==> config.mk <==
export PLATFORM = sky130hd
export DESIGN_NAME = frame_rate_limiter_averager_unit
export DESIGN_NICKNAME = d
export VERILOG_FILES = /design/src/sv/frla_pkg.sv /design/src/sv/frla_div.sv /design/src/sv/frla_dp.sv /design/src/sv/frla_ctrl.sv /design/src/sv/frame_rate_limiter_averager_unit.sv
export SDC_FILE = /design/constraint.sdc
export NUM_CORES = 1
export LEC_CHECK = 0
export ABC_AREA = 1
export BUFFER_PORTS_ARGS = -buffer_cell sky130_fd_sc_hd__buf_4
export CORE_MARGIN = 3
export CORE_UTILIZATION = 55
export CTS_BUF_LIST = sky130_fd_sc_hd__clkbuf_8
export CTS_CLUSTER_SIZE = 25
export DETAILED_ROUTE_END_ITERATION = 10
export PLACE_DENSITY = 0.69
export SLEW_MARGIN = 20
export SYNTH_ARGS = -nofsm -noshare
export SYNTH_HDL_FRONTEND = slang
export SYNTH_SLANG_ARGS = --single-unit
==> constraint.sdc <==
create_clock -name clock -period 4.7 [get_ports clock]
set_input_delay 1.175 -clock clock [delete_from_list [all_inputs] [get_ports clock]]
set_output_delay 1.175 -clock clock [all_outputs]
set_load 0.02 [all_outputs]
==> src/sv/frla_pkg.sv <==
// Shared types and constants for the frame rate limiter and averager.
package frla_pkg;

   localparam int TIME_W         = 32;
   localparam int FPS_W          = 22;
   localparam int DELAY_W        = 10;
   localparam int MAX_FPS_W      = 10;
   localparam int RATE_NUM       = 256000;
   localparam int BUDGET_MS      = 1000;
   localparam int WINDOW_DEFAULT = 10;

   localparam logic [MAX_FPS_W-1:0] MAX_FPS_RESET  = 10'd60;
   localparam logic [FPS_W-1:0]     FPS_DEFAULT_Q8 = 22'd15360;

   localparam logic ACTION_BEGIN = 1'b0;
   localparam logic ACTION_END   = 1'b1;

   typedef enum logic [2:0] {
      ST_IDLE,
      ST_READ,
      ST_MUL,
      ST_FPS_GO,
      ST_FPS_WAIT,
      ST_BUD_GO,
      ST_BUD_WAIT,
      ST_FINISH
   } state_type;

   typedef struct packed {
      logic begin_tick;
      logic capture;
      logic update;
      logic mul;
      logic fps_start;
      logic fps_default;
      logic fps_take;
      logic bud_start;
      logic bud_take;
      logic out_load;
   } cmd_type;

   typedef struct packed {
      logic sum_zero;
      logic div_idle;
      logic out_free;
   } sts_type;

endpackage

==> src/sv/frla_div.sv <==
// Iterative restoring divider, one quotient bit per cycle.
module frla_div #(
   parameter int NUM_W = 22,
   parameter int DEN_W = 36
) (
   input  logic             clock,
   input  logic             reset,
   input  logic             start,
   input  logic [NUM_W-1:0] num,
   input  logic [DEN_W-1:0] den,
   output logic             idle,
   output logic [NUM_W-1:0] quo
);

   localparam int CNT_W = $clog2(NUM_W + 1);

   logic [CNT_W-1:0] cnt_ff, cnt_in;
   logic [NUM_W-1:0] quo_ff, quo_in;
   logic [DEN_W-1:0] rem_ff, rem_in;
   logic [DEN_W-1:0] den_ff, den_in;
   logic [DEN_W:0]   rem_sh;
   logic [DEN_W:0]   diff;

   always_comb begin
      rem_sh = {rem_ff, quo_ff[NUM_W-1]};
      diff   = rem_sh - {1'b0, den_ff};
      cnt_in = cnt_ff;
      quo_in = quo_ff;
      rem_in = rem_ff;
      den_in = den_ff;
      if (start) begin
         cnt_in = CNT_W'(NUM_W);
         quo_in = num;
         rem_in = '0;
         den_in = den;
      end else if (cnt_ff != '0) begin
         cnt_in = cnt_ff - 1'b1;
         if (rem_sh >= {1'b0, den_ff}) begin
            rem_in = diff[DEN_W-1:0];
            quo_in = {quo_ff[NUM_W-2:0], 1'b1};
         end else begin
            rem_in = rem_sh[DEN_W-1:0];
            quo_in = {quo_ff[NUM_W-2:0], 1'b0};
         end
      end
   end

   always_ff @(posedge clock) begin
      if (reset) begin
         cnt_ff <= '0;
      end else begin
         cnt_ff <= cnt_in;
      end
   end

   always_ff @(posedge clock) begin
      quo_ff <= quo_in;
      rem_ff <= rem_in;
      den_ff <= den_in;
   end

   assign idle = (cnt_ff == '0);
   assign quo  = quo_ff;

endmodule

==> src/sv/frla_dp.sv <==
// Datapath: tick registers, frame time ring, running sum, divider and result word.
module frla_dp #(
   parameter int WINDOW = frla_pkg::WINDOW_DEFAULT
) (
   input  logic                            clock,
   input  logic                            reset,
   input  frla_pkg::cmd_type               cmd,
   output frla_pkg::sts_type               sts,
   input  logic [frla_pkg::TIME_W-1:0]     req_now_ms,
   input  logic                            csr_write_en,
   input  logic [frla_pkg::MAX_FPS_W-1:0]  csr_write_data,
   output logic                            rsp_valid,
   input  logic                            rsp_ready,
   output logic [frla_pkg::FPS_W-1:0]      rsp_fps_q8,
   output logic [frla_pkg::TIME_W-1:0]     rsp_frame_time_ms,
   output logic [frla_pkg::DELAY_W-1:0]    rsp_delay_ms
);
   import frla_pkg::*;

   localparam int CNT_W   = $clog2(WINDOW + 1);
   localparam int SLOT_W  = (WINDOW > 1) ? $clog2(WINDOW) : 1;
   localparam int SUM_W   = TIME_W + CNT_W;
   localparam int DIV_W   = (18 + CNT_W > FPS_W) ? 18 + CNT_W : FPS_W;

   logic [TIME_W-1:0]    ring_mem [WINDOW];
   logic [WINDOW-1:0]    vld_ff;
   logic [TIME_W-1:0]    rd_ff;
   logic [SLOT_W-1:0]    slot_ff, slot_in;
   logic [CNT_W-1:0]     count_ff, count_in;
   logic [SUM_W-1:0]     sum_ff, sum_in;
   logic [TIME_W-1:0]    last_ff;
   logic                 seen_ff;
   logic [TIME_W-1:0]    start_ff;
   logic [TIME_W-1:0]    ft_ff, ft_in;
   logic [TIME_W-1:0]    elapsed_ff;
   logic [DIV_W-1:0]     prod_ff;
   logic [FPS_W-1:0]     fps_ff;
   logic [DELAY_W-1:0]   bud_ff;
   logic [MAX_FPS_W-1:0] max_fps_ff;
   logic [MAX_FPS_W-1:0] limit;
   logic [TIME_W-1:0]    old_val;
   logic [DELAY_W-1:0]   delay_in;
   logic                 rsp_valid_ff;
   logic [FPS_W-1:0]     rsp_fps_ff;
   logic [TIME_W-1:0]    rsp_ft_ff;
   logic [DELAY_W-1:0]   rsp_delay_ff;
   logic                 div_start;
   logic [DIV_W-1:0]     div_num;
   logic [SUM_W-1:0]     div_den;
   logic                 div_idle;
   logic [DIV_W-1:0]     div_quo;

   always_comb begin
      ft_in    = seen_ff ? (req_now_ms - last_ff) : '0;
      old_val  = vld_ff[slot_ff] ? rd_ff : '0;
      sum_in   = sum_ff - SUM_W'(old_val) + SUM_W'(ft_ff);
      slot_in  = (slot_ff == SLOT_W'(WINDOW - 1)) ? '0 : slot_ff + 1'b1;
      count_in = (count_ff < CNT_W'(WINDOW)) ? count_ff + 1'b1 : count_ff;
      limit    = (max_fps_ff == '0) ? MAX_FPS_W'(1) : max_fps_ff;
      delay_in = (TIME_W'(bud_ff) > elapsed_ff) ?
                 DELAY_W'(TIME_W'(bud_ff) - elapsed_ff) : '0;
      div_start = cmd.fps_start | cmd.bud_start;
      div_num   = cmd.fps_start ? prod_ff : DIV_W'(BUDGET_MS);
      div_den   = cmd.fps_start ? sum_ff : SUM_W'(limit);
   end

   frla_div #(
      .NUM_W (DIV_W),
      .DEN_W (SUM_W)
   ) u_div (
      .clock (clock),
      .reset (reset),
      .start (div_start),
      .num   (div_num),
      .den   (div_den),
      .idle  (div_idle),
      .quo   (div_quo)
   );

   always_ff @(posedge clock) begin
      rd_ff <= ring_mem[slot_ff];
      if (cmd.update) begin
         ring_mem[slot_ff] <= ft_ff;
      end
   end

   always_ff @(posedge clock) begin
      if (reset) begin
         vld_ff       <= '0;
         slot_ff      <= '0;
         count_ff     <= '0;
         sum_ff       <= '0;
         last_ff      <= '0;
         seen_ff      <= 1'b0;
         start_ff     <= '0;
         max_fps_ff   <= MAX_FPS_RESET;
         rsp_valid_ff <= 1'b0;
      end else begin
         if (csr_write_en) begin
            max_fps_ff <= csr_write_data;
         end
         if (cmd.begin_tick) begin
            start_ff <= req_now_ms;
         end
         if (cmd.capture) begin
            last_ff <= req_now_ms;
            seen_ff <= 1'b1;
         end
         if (cmd.update) begin
            vld_ff[slot_ff] <= 1'b1;
            slot_ff         <= slot_in;
            count_ff        <= count_in;
            sum_ff          <= sum_in;
         end
         if (cmd.out_load) begin
            rsp_valid_ff <= 1'b1;
         end else if (rsp_ready) begin
            rsp_valid_ff <= 1'b0;
         end
      end
   end

   always_ff @(posedge clock) begin
      if (cmd.capture) begin
         ft_ff      <= ft_in;
         elapsed_ff <= req_now_ms - start_ff;
      end
      if (cmd.mul) begin
         prod_ff <= DIV_W'(RATE_NUM) * DIV_W'(count_ff);
      end
      if (cmd.fps_default) begin
         fps_ff <= FPS_DEFAULT_Q8;
      end else if (cmd.fps_take) begin
         fps_ff <= div_quo[FPS_W-1:0];
      end
      if (cmd.bud_take) begin
         bud_ff <= div_quo[DELAY_W-1:0];
      end
      if (cmd.out_load) begin
         rsp_fps_ff   <= fps_ff;
         rsp_ft_ff    <= ft_ff;
         rsp_delay_ff <= delay_in;
      end
   end

   assign sts.sum_zero = (sum_ff == '0);
   assign sts.div_idle = div_idle;
   assign sts.out_free = ~rsp_valid_ff | rsp_ready;

   assign rsp_valid         = rsp_valid_ff;
   assign rsp_fps_q8        = rsp_fps_ff;
   assign rsp_frame_time_ms = rsp_ft_ff;
   assign rsp_delay_ms      = rsp_delay_ff;

`ifndef SYNTHESIS
   a_count_bound: assert property (@(posedge clock) disable iff (reset)
      count_ff <= CNT_W'(WINDOW))
      else $error("frame count beyond window");

   a_slot_bound: assert property (@(posedge clock) disable iff (reset)
      slot_ff < SLOT_W'(WINDOW))
      else $error("ring slot beyond window");

   a_load_shows: assert property (@(posedge clock) disable iff (reset)
      cmd.out_load |=> rsp_valid_ff)
      else $error("loaded word not shown");
`endif

endmodule

==> src/sv/frla_ctrl.sv <==
// Controller: sequences one frame event through ring update, rate division (skipped on a zero sum) and budget division.
module frla_ctrl (
   input  logic              clock,
   input  logic              reset,
   input  logic              req_valid,
   output logic              req_ready,
   input  logic              req_action,
   input  frla_pkg::sts_type sts,
   output frla_pkg::cmd_type cmd
);
   import frla_pkg::*;

   state_type state_ff, state_in;

   always_comb begin
      state_in = state_ff;
      case (state_ff)
         ST_IDLE: begin
            if (req_valid && (req_action == ACTION_END)) begin
               state_in = ST_READ;
            end
         end
         ST_READ:     state_in = ST_MUL;
         ST_MUL:      state_in = ST_FPS_GO;
         ST_FPS_GO: begin
            state_in = sts.sum_zero ? ST_BUD_GO : ST_FPS_WAIT;
         end
         ST_FPS_WAIT: begin
            if (sts.div_idle) begin
               state_in = ST_BUD_GO;
            end
         end
         ST_BUD_GO:   state_in = ST_BUD_WAIT;
         ST_BUD_WAIT: begin
            if (sts.div_idle) begin
               state_in = ST_FINISH;
            end
         end
         ST_FINISH: begin
            if (sts.out_free) begin
               state_in = ST_IDLE;
            end
         end
         default:     state_in = ST_IDLE;
      endcase
   end

   always_comb begin
      cmd       = '0;
      req_ready = 1'b0;
      case (state_ff)
         ST_IDLE: begin
            req_ready      = 1'b1;
            cmd.begin_tick = req_valid && (req_action == ACTION_BEGIN);
            cmd.capture    = req_valid && (req_action == ACTION_END);
         end
         ST_READ:     cmd.update = 1'b1;
         ST_MUL:      cmd.mul = 1'b1;
         ST_FPS_GO: begin
            cmd.fps_default = sts.sum_zero;
            cmd.fps_start   = ~sts.sum_zero;
         end
         ST_FPS_WAIT: cmd.fps_take = sts.div_idle;
         ST_BUD_GO:   cmd.bud_start = 1'b1;
         ST_BUD_WAIT: cmd.bud_take = sts.div_idle;
         ST_FINISH:   cmd.out_load = sts.out_free;
         default:     cmd = '0;
      endcase
   end

   always_ff @(posedge clock) begin
      if (reset) begin
         state_ff <= ST_IDLE;
      end else begin
         state_ff <= state_in;
      end
   end

`ifndef SYNTHESIS
   a_end_starts: assert property (@(posedge clock) disable iff (reset)
      (req_valid && req_ready && (req_action == ACTION_END)) |=> (state_ff == ST_READ))
      else $error("frame end word not taken into the ring update");

   a_div_runs: assert property (@(posedge clock) disable iff (reset)
      (cmd.fps_start || cmd.bud_start) |=> !sts.div_idle)
      else $error("divider did not start");
`endif

endmodule

==> src/sv/frame_rate_limiter_averager_unit.sv <==
// Frame begin word: records the begin tick, no result.
// Frame end word: result valid after ST_READ, ST_MUL, the rate division (skipped when the window
// sum is zero) and the budget division; both divisions use the shared one-bit-per-cycle divider.
// One word is worked on at a time: the next word is taken in the cycle after the result loads;
// the result register lets it enter while the previous result still waits for rsp_ready.
// Synchronous active-high reset clears the ring, sum, ticks and sets max_fps to 60.
module frame_rate_limiter_averager_unit #(
   parameter int WINDOW = frla_pkg::WINDOW_DEFAULT
) (
   input  logic                           clock,
   input  logic                           reset,
   input  logic                           req_valid,
   output logic                           req_ready,
   input  logic                           req_action,
   input  logic [frla_pkg::TIME_W-1:0]    req_now_ms,
   output logic                           rsp_valid,
   input  logic                           rsp_ready,
   output logic [frla_pkg::FPS_W-1:0]     rsp_fps_q8,
   output logic [frla_pkg::TIME_W-1:0]    rsp_frame_time_ms,
   output logic [frla_pkg::DELAY_W-1:0]   rsp_delay_ms,
   input  logic                           csr_write_en,
   input  logic [frla_pkg::MAX_FPS_W-1:0] csr_write_data
);
   import frla_pkg::*;

   cmd_type cmd;
   sts_type sts;

   frla_ctrl u_ctrl (
      .clock      (clock),
      .reset      (reset),
      .req_valid  (req_valid),
      .req_ready  (req_ready),
      .req_action (req_action),
      .sts        (sts),
      .cmd        (cmd)
   );

   frla_dp #(
      .WINDOW (WINDOW)
   ) u_dp (
      .clock             (clock),
      .reset             (reset),
      .cmd               (cmd),
      .sts               (sts),
      .req_now_ms        (req_now_ms),
      .csr_write_en      (csr_write_en),
      .csr_write_data    (csr_write_data),
      .rsp_valid         (rsp_valid),
      .rsp_ready         (rsp_ready),
      .rsp_fps_q8        (rsp_fps_q8),
      .rsp_frame_time_ms (rsp_frame_time_ms),
      .rsp_delay_ms      (rsp_delay_ms)
   );

endmodule

==> metrics.md <==
| Metric | Value |
|---|---|
| Area leader, netlist | edfxtp_1 |
| Synthesized flop and latch total | 755 |
| Max VDD drop | about 280 uV |
| Total CTS buffers | between 100 and 150 |
| Max Freq | 233 MHz |
| Final Hold Viols | 0 |
| Vias per inst | 5.45 |
| Setup TNS | 0 ns |
| Post-Syn Instances | about 4.2k |
| Root buffer cell | clkbuf_8 |
| Tcrit/Tclk final | 91.4% |
| Worst-case hold path end point | u_dp.rsp_fps_q8[17] |
| Critical path peak fanout | 19 |
| Setup bufs post-CTS | 0 |
| Syn_nets | roughly 4.4k |
| CP Class | reg2reg |
| Filler cells | 5,760 |
| Core ar. | 0.0679 sq mm |
| Fraction of registers with async set/reset | 0% |
| CTS Hold Buffers Added | 0 |
| Rows | 95 |
| Post-Syn Area | 0.0381 sq mm |
| First-pass GRT wire length | 156,000 microns |
| Combinational share of power | 43.1% |
| Max cap viols | 0 |
| Most instantiated cells after synthesis | 759 x nand2_1, 662 x inv_1, 527 x edfxtp_1 |
| Die width | 269 microns |
| Starting Density | 56.1% |
| Final Worst Setup Slack | 0.403 ns |
| Hold Crit Class | reg2reg |
| Ports | 114 |
| Net Sw Power | 10.6 mW |
| RSZ-0062 raised after global routing | no |
| Drt drc | 0 |
| Detailed Place HPWL | 68,700 microns |
| Setup crit end kind | register |
| Die H | 269 microns |
| Clk slew on worst S/H paths | 0.07 ns |
| Die footprint | just over 0.07 sq mm |
| Vias in the first global route | roughly 28k |
| Antenna violations before repair | 10 |
| Hold path depth | 0 |
| Final Setup Violations | 0 |
| Syn Area/Cell | 9.14 sq um |
| Int Pwr | approximately 15 mW |
| R2r setup slk | 0.40 ns |
| Via count | 29.2k |
| Cell Pwr Density | 602 mW/mm^2 |
| Hold_sp | u_dp.fps_ff[17] |
| Yosys cell types | 51 |
| Final core occ | 62.4% |
| Startpoint types | register |
| Largest net degree at the start of global routing | 88 |
| Register area | around 0.020 sq mm |
| Number of port buffers | around 110 |
| Area grow syn2layout | 11.1% |
| Net Sw Frac | 41.8% |
| FF-to-FF path depth | 20 |
| R2r endpoint | u_dp.sum_ff[24] |
| Total Power | 25.5 mW |
| Detailed Routing Iterations Pass 1 | 6 |
| Main synth FF type | edfxtp_1 |
| Synth top area share | 41.5% |
| Worst EP required | 5.35 ns |
| Clock Skews | 0.0585 ns |
| Register area share after synthesis | 53.5% |
| Largest cells by area after synthesis | edfxtp_1 42%, dfxtp_1 12%, nand2_1 7.5% |
| Status | completed |
| Tmin final | 4.30 ns |
| Clk buf depth | 3 |
| Multi-input gate area | 0.0147 sq mm |
| Slew @ Worst Pin | 1.03 ns |
| CTS H-Tree Depth | 3 |
| Routed wire per std cell | approximately 18 microns |
| Layout Nets | roughly 4.6k |
| EDFF count, synth | 527 |
| WP data arrival | 4.95 ns |
| Yosys warns | 0 |
| Clock network fraction of total power | approximately a fifth |
| Pins Over Slew Limit | 0 |
| Lkg Pwr | 18.3 nW |
| GPL Wtd Cong | 0.979 |
| Clock Sink Count | 755 |
| Global Route Usage Sum | 26.9% |
| Routed WL | a little under 100,000 microns |
| Post-Place Setup Slack | 0.497 ns |
| Share of cells above drive strength 1 | 8.38% |
| Max_slew headroom | 31.0% |
| GR Overflow Total | 0 |
| Post-cts sizing count | 0 |
| Count leader, synth | nand2_1 |
| Clock insertion delay at the later pin of the skew report | 0.78 ns |
| Reg2reg start | u_dp.slot_ff[0] |
| Initial DRC count | around 2.5k |
| Antenna-violating nets left | 0 |
| CTS tree | built |
| Seq pwr share | 35.8% |
-- worst max path at each step --
stage | start | endpoint | cells past startpoint
after detailed placement | u_dp.slot_ff[0] | u_dp.sum_ff[17] | 19
after global placement | u_dp.slot_ff[0] | u_dp.sum_ff[17] | 18
after global routing | u_dp.slot_ff[0] | u_dp.sum_ff[24] | 22
after CTS | u_dp.slot_ff[0] | u_dp.sum_ff[17] | 17
after floorplan | rsp_ready | u_dp.rsp_delay_ms[0] | 2
final | u_dp.slot_ff[0] | u_dp.sum_ff[24] | 20
-- per-layer routing --
metal,vias to the layer above,wire length [microns],global-route usage (%)
li1,14300,-,-
met1,13700,44000,38.0
met2,1017,44800,42.8
met3,165,6810,4.65
met4,8,2510,7.84
met5,-,67,0
-- layout make-up --
cell class | instances | area share, %
Antenna cell | 6 | 0.0355
Multi-Input combinational cell | 2615 | 34.8
Clock inverter | 95 | 1.32
Tap cell | 921 | 2.72
Sequential cell | 755 | 48.2
Timing Repair Buffer | 155 | 2.77
Inverter | 680 | 6.03
Clock buffer | 128 | 4.16
-- cells in the final DEF (no fill, tap or decap), drive strengths merged, types with 13 or more instances in the layout --
cell type / netlist / layout
fa: 43 / 43
xor2: 47 / 47
clkbuf: 65 / 128
clkinv: 5 / 43
buf: 54 / 155
o21ai: 250 / 250
nor3: 69 / 69
nand4: 28 / 28
dfxtp: 228 / 228
a31oi: 13 / 13
o21bai: 19 / 19
edfxtp: 527 / 527
or3: 32 / 32
nand2: 769 / 769
a21o: 18 / 18
a22oi: 130 / 130
nand3: 179 / 179
xnor2: 26 / 26
nand3b: 27 / 27
inv: 675 / 729
a21oi: 355 / 355
ha: 164 / 164
nor2: 381 / 381
-- registers in the layout, indices dropped and copies added, names as in the netlist, 22 cells and up --
name,count
u_dp.u_div.den_ff,36
u_dp.ring_mem,320
u_dp.rsp_fps_q8,22
u_dp.last_ff,32
u_dp.ft_ff,32
u_dp.fps_ff,22
u_dp.elapsed_ff,32
u_dp.rsp_frame_time_ms,32
u_dp.u_div.rem_ff,36
u_dp.start_ff,32
u_dp.u_div.quo,22
u_dp.rd_ff,32
u_dp.sum_ff,36
-- cells by family (layout without fill, tap and decap cells) --
group / after synthesis / after routing / synth area share, %
and+or+nand+nor: 1506 / 1506 / 16.7
AOI/OAI and AO/OA: 829 / 829 / 12.3
buffers and inverters: 799 / 1058 / 8.16
DFF: 755 / 755 / 53.5
adders and majority gates: 207 / 207 / 7.64
xor gates and xnor gates: 73 / 73 / 1.68
other: 0 / 6 / 0
-- worst max-delay path, cell delays in order (launching register included) --
cell and delay [ns]:
dfxtp_1 0.57, nor2_4 0.09, buf_4 0.23, a32oi_1 0.22, nand2_1 0.33, nand2_1 0.15, inv_1 0.06, fa_1 0.49
inv_1 0.04, ha_1 0.35, nand2_1 0.10, nand3_1 0.07, o21ai_0 0.15, o21ai_0 0.53, nand3_1 0.17, nand2_1 0.25
nand2_1 0.11, nand3_1 0.09, nand3_1 0.08, nand2_1 0.07, inv_1 0.04
-- power by group through the flow --
stage | Sequential (mW) | Combinational, mW | Clock, mW
after CTS | 9.11 | 10.9 | 5.48
after global routing | 9.21 | 12.4 | 5.79
after detailed placement | 9.24 | 10.8 | 0
final | 9.11 | 11.0 | 5.37
after global placement | 9.22 | 10.7 | 0
after floorplan | 8.95 | 8.09 | 0
-- through the flow --
| stage | std cells | hold WS [ns] | instance area (sq um) |
|---|---|---|---|
| 3_5_place_dp | 5125 | 0.413 | 40000 |
| 2_1_floorplan | 4169 | 0.409 | 38100 |
| 5_1_grt | 5350 | 0.442 | 42300 |
| 3_3_place_gp | 5125 | 0.418 | 40000 |
| 6_report | 5355 | 0.428 | 42300 |
| 4_1_cts | 5348 | 0.428 | 42300 |
(Power assumes the default switching activity.)
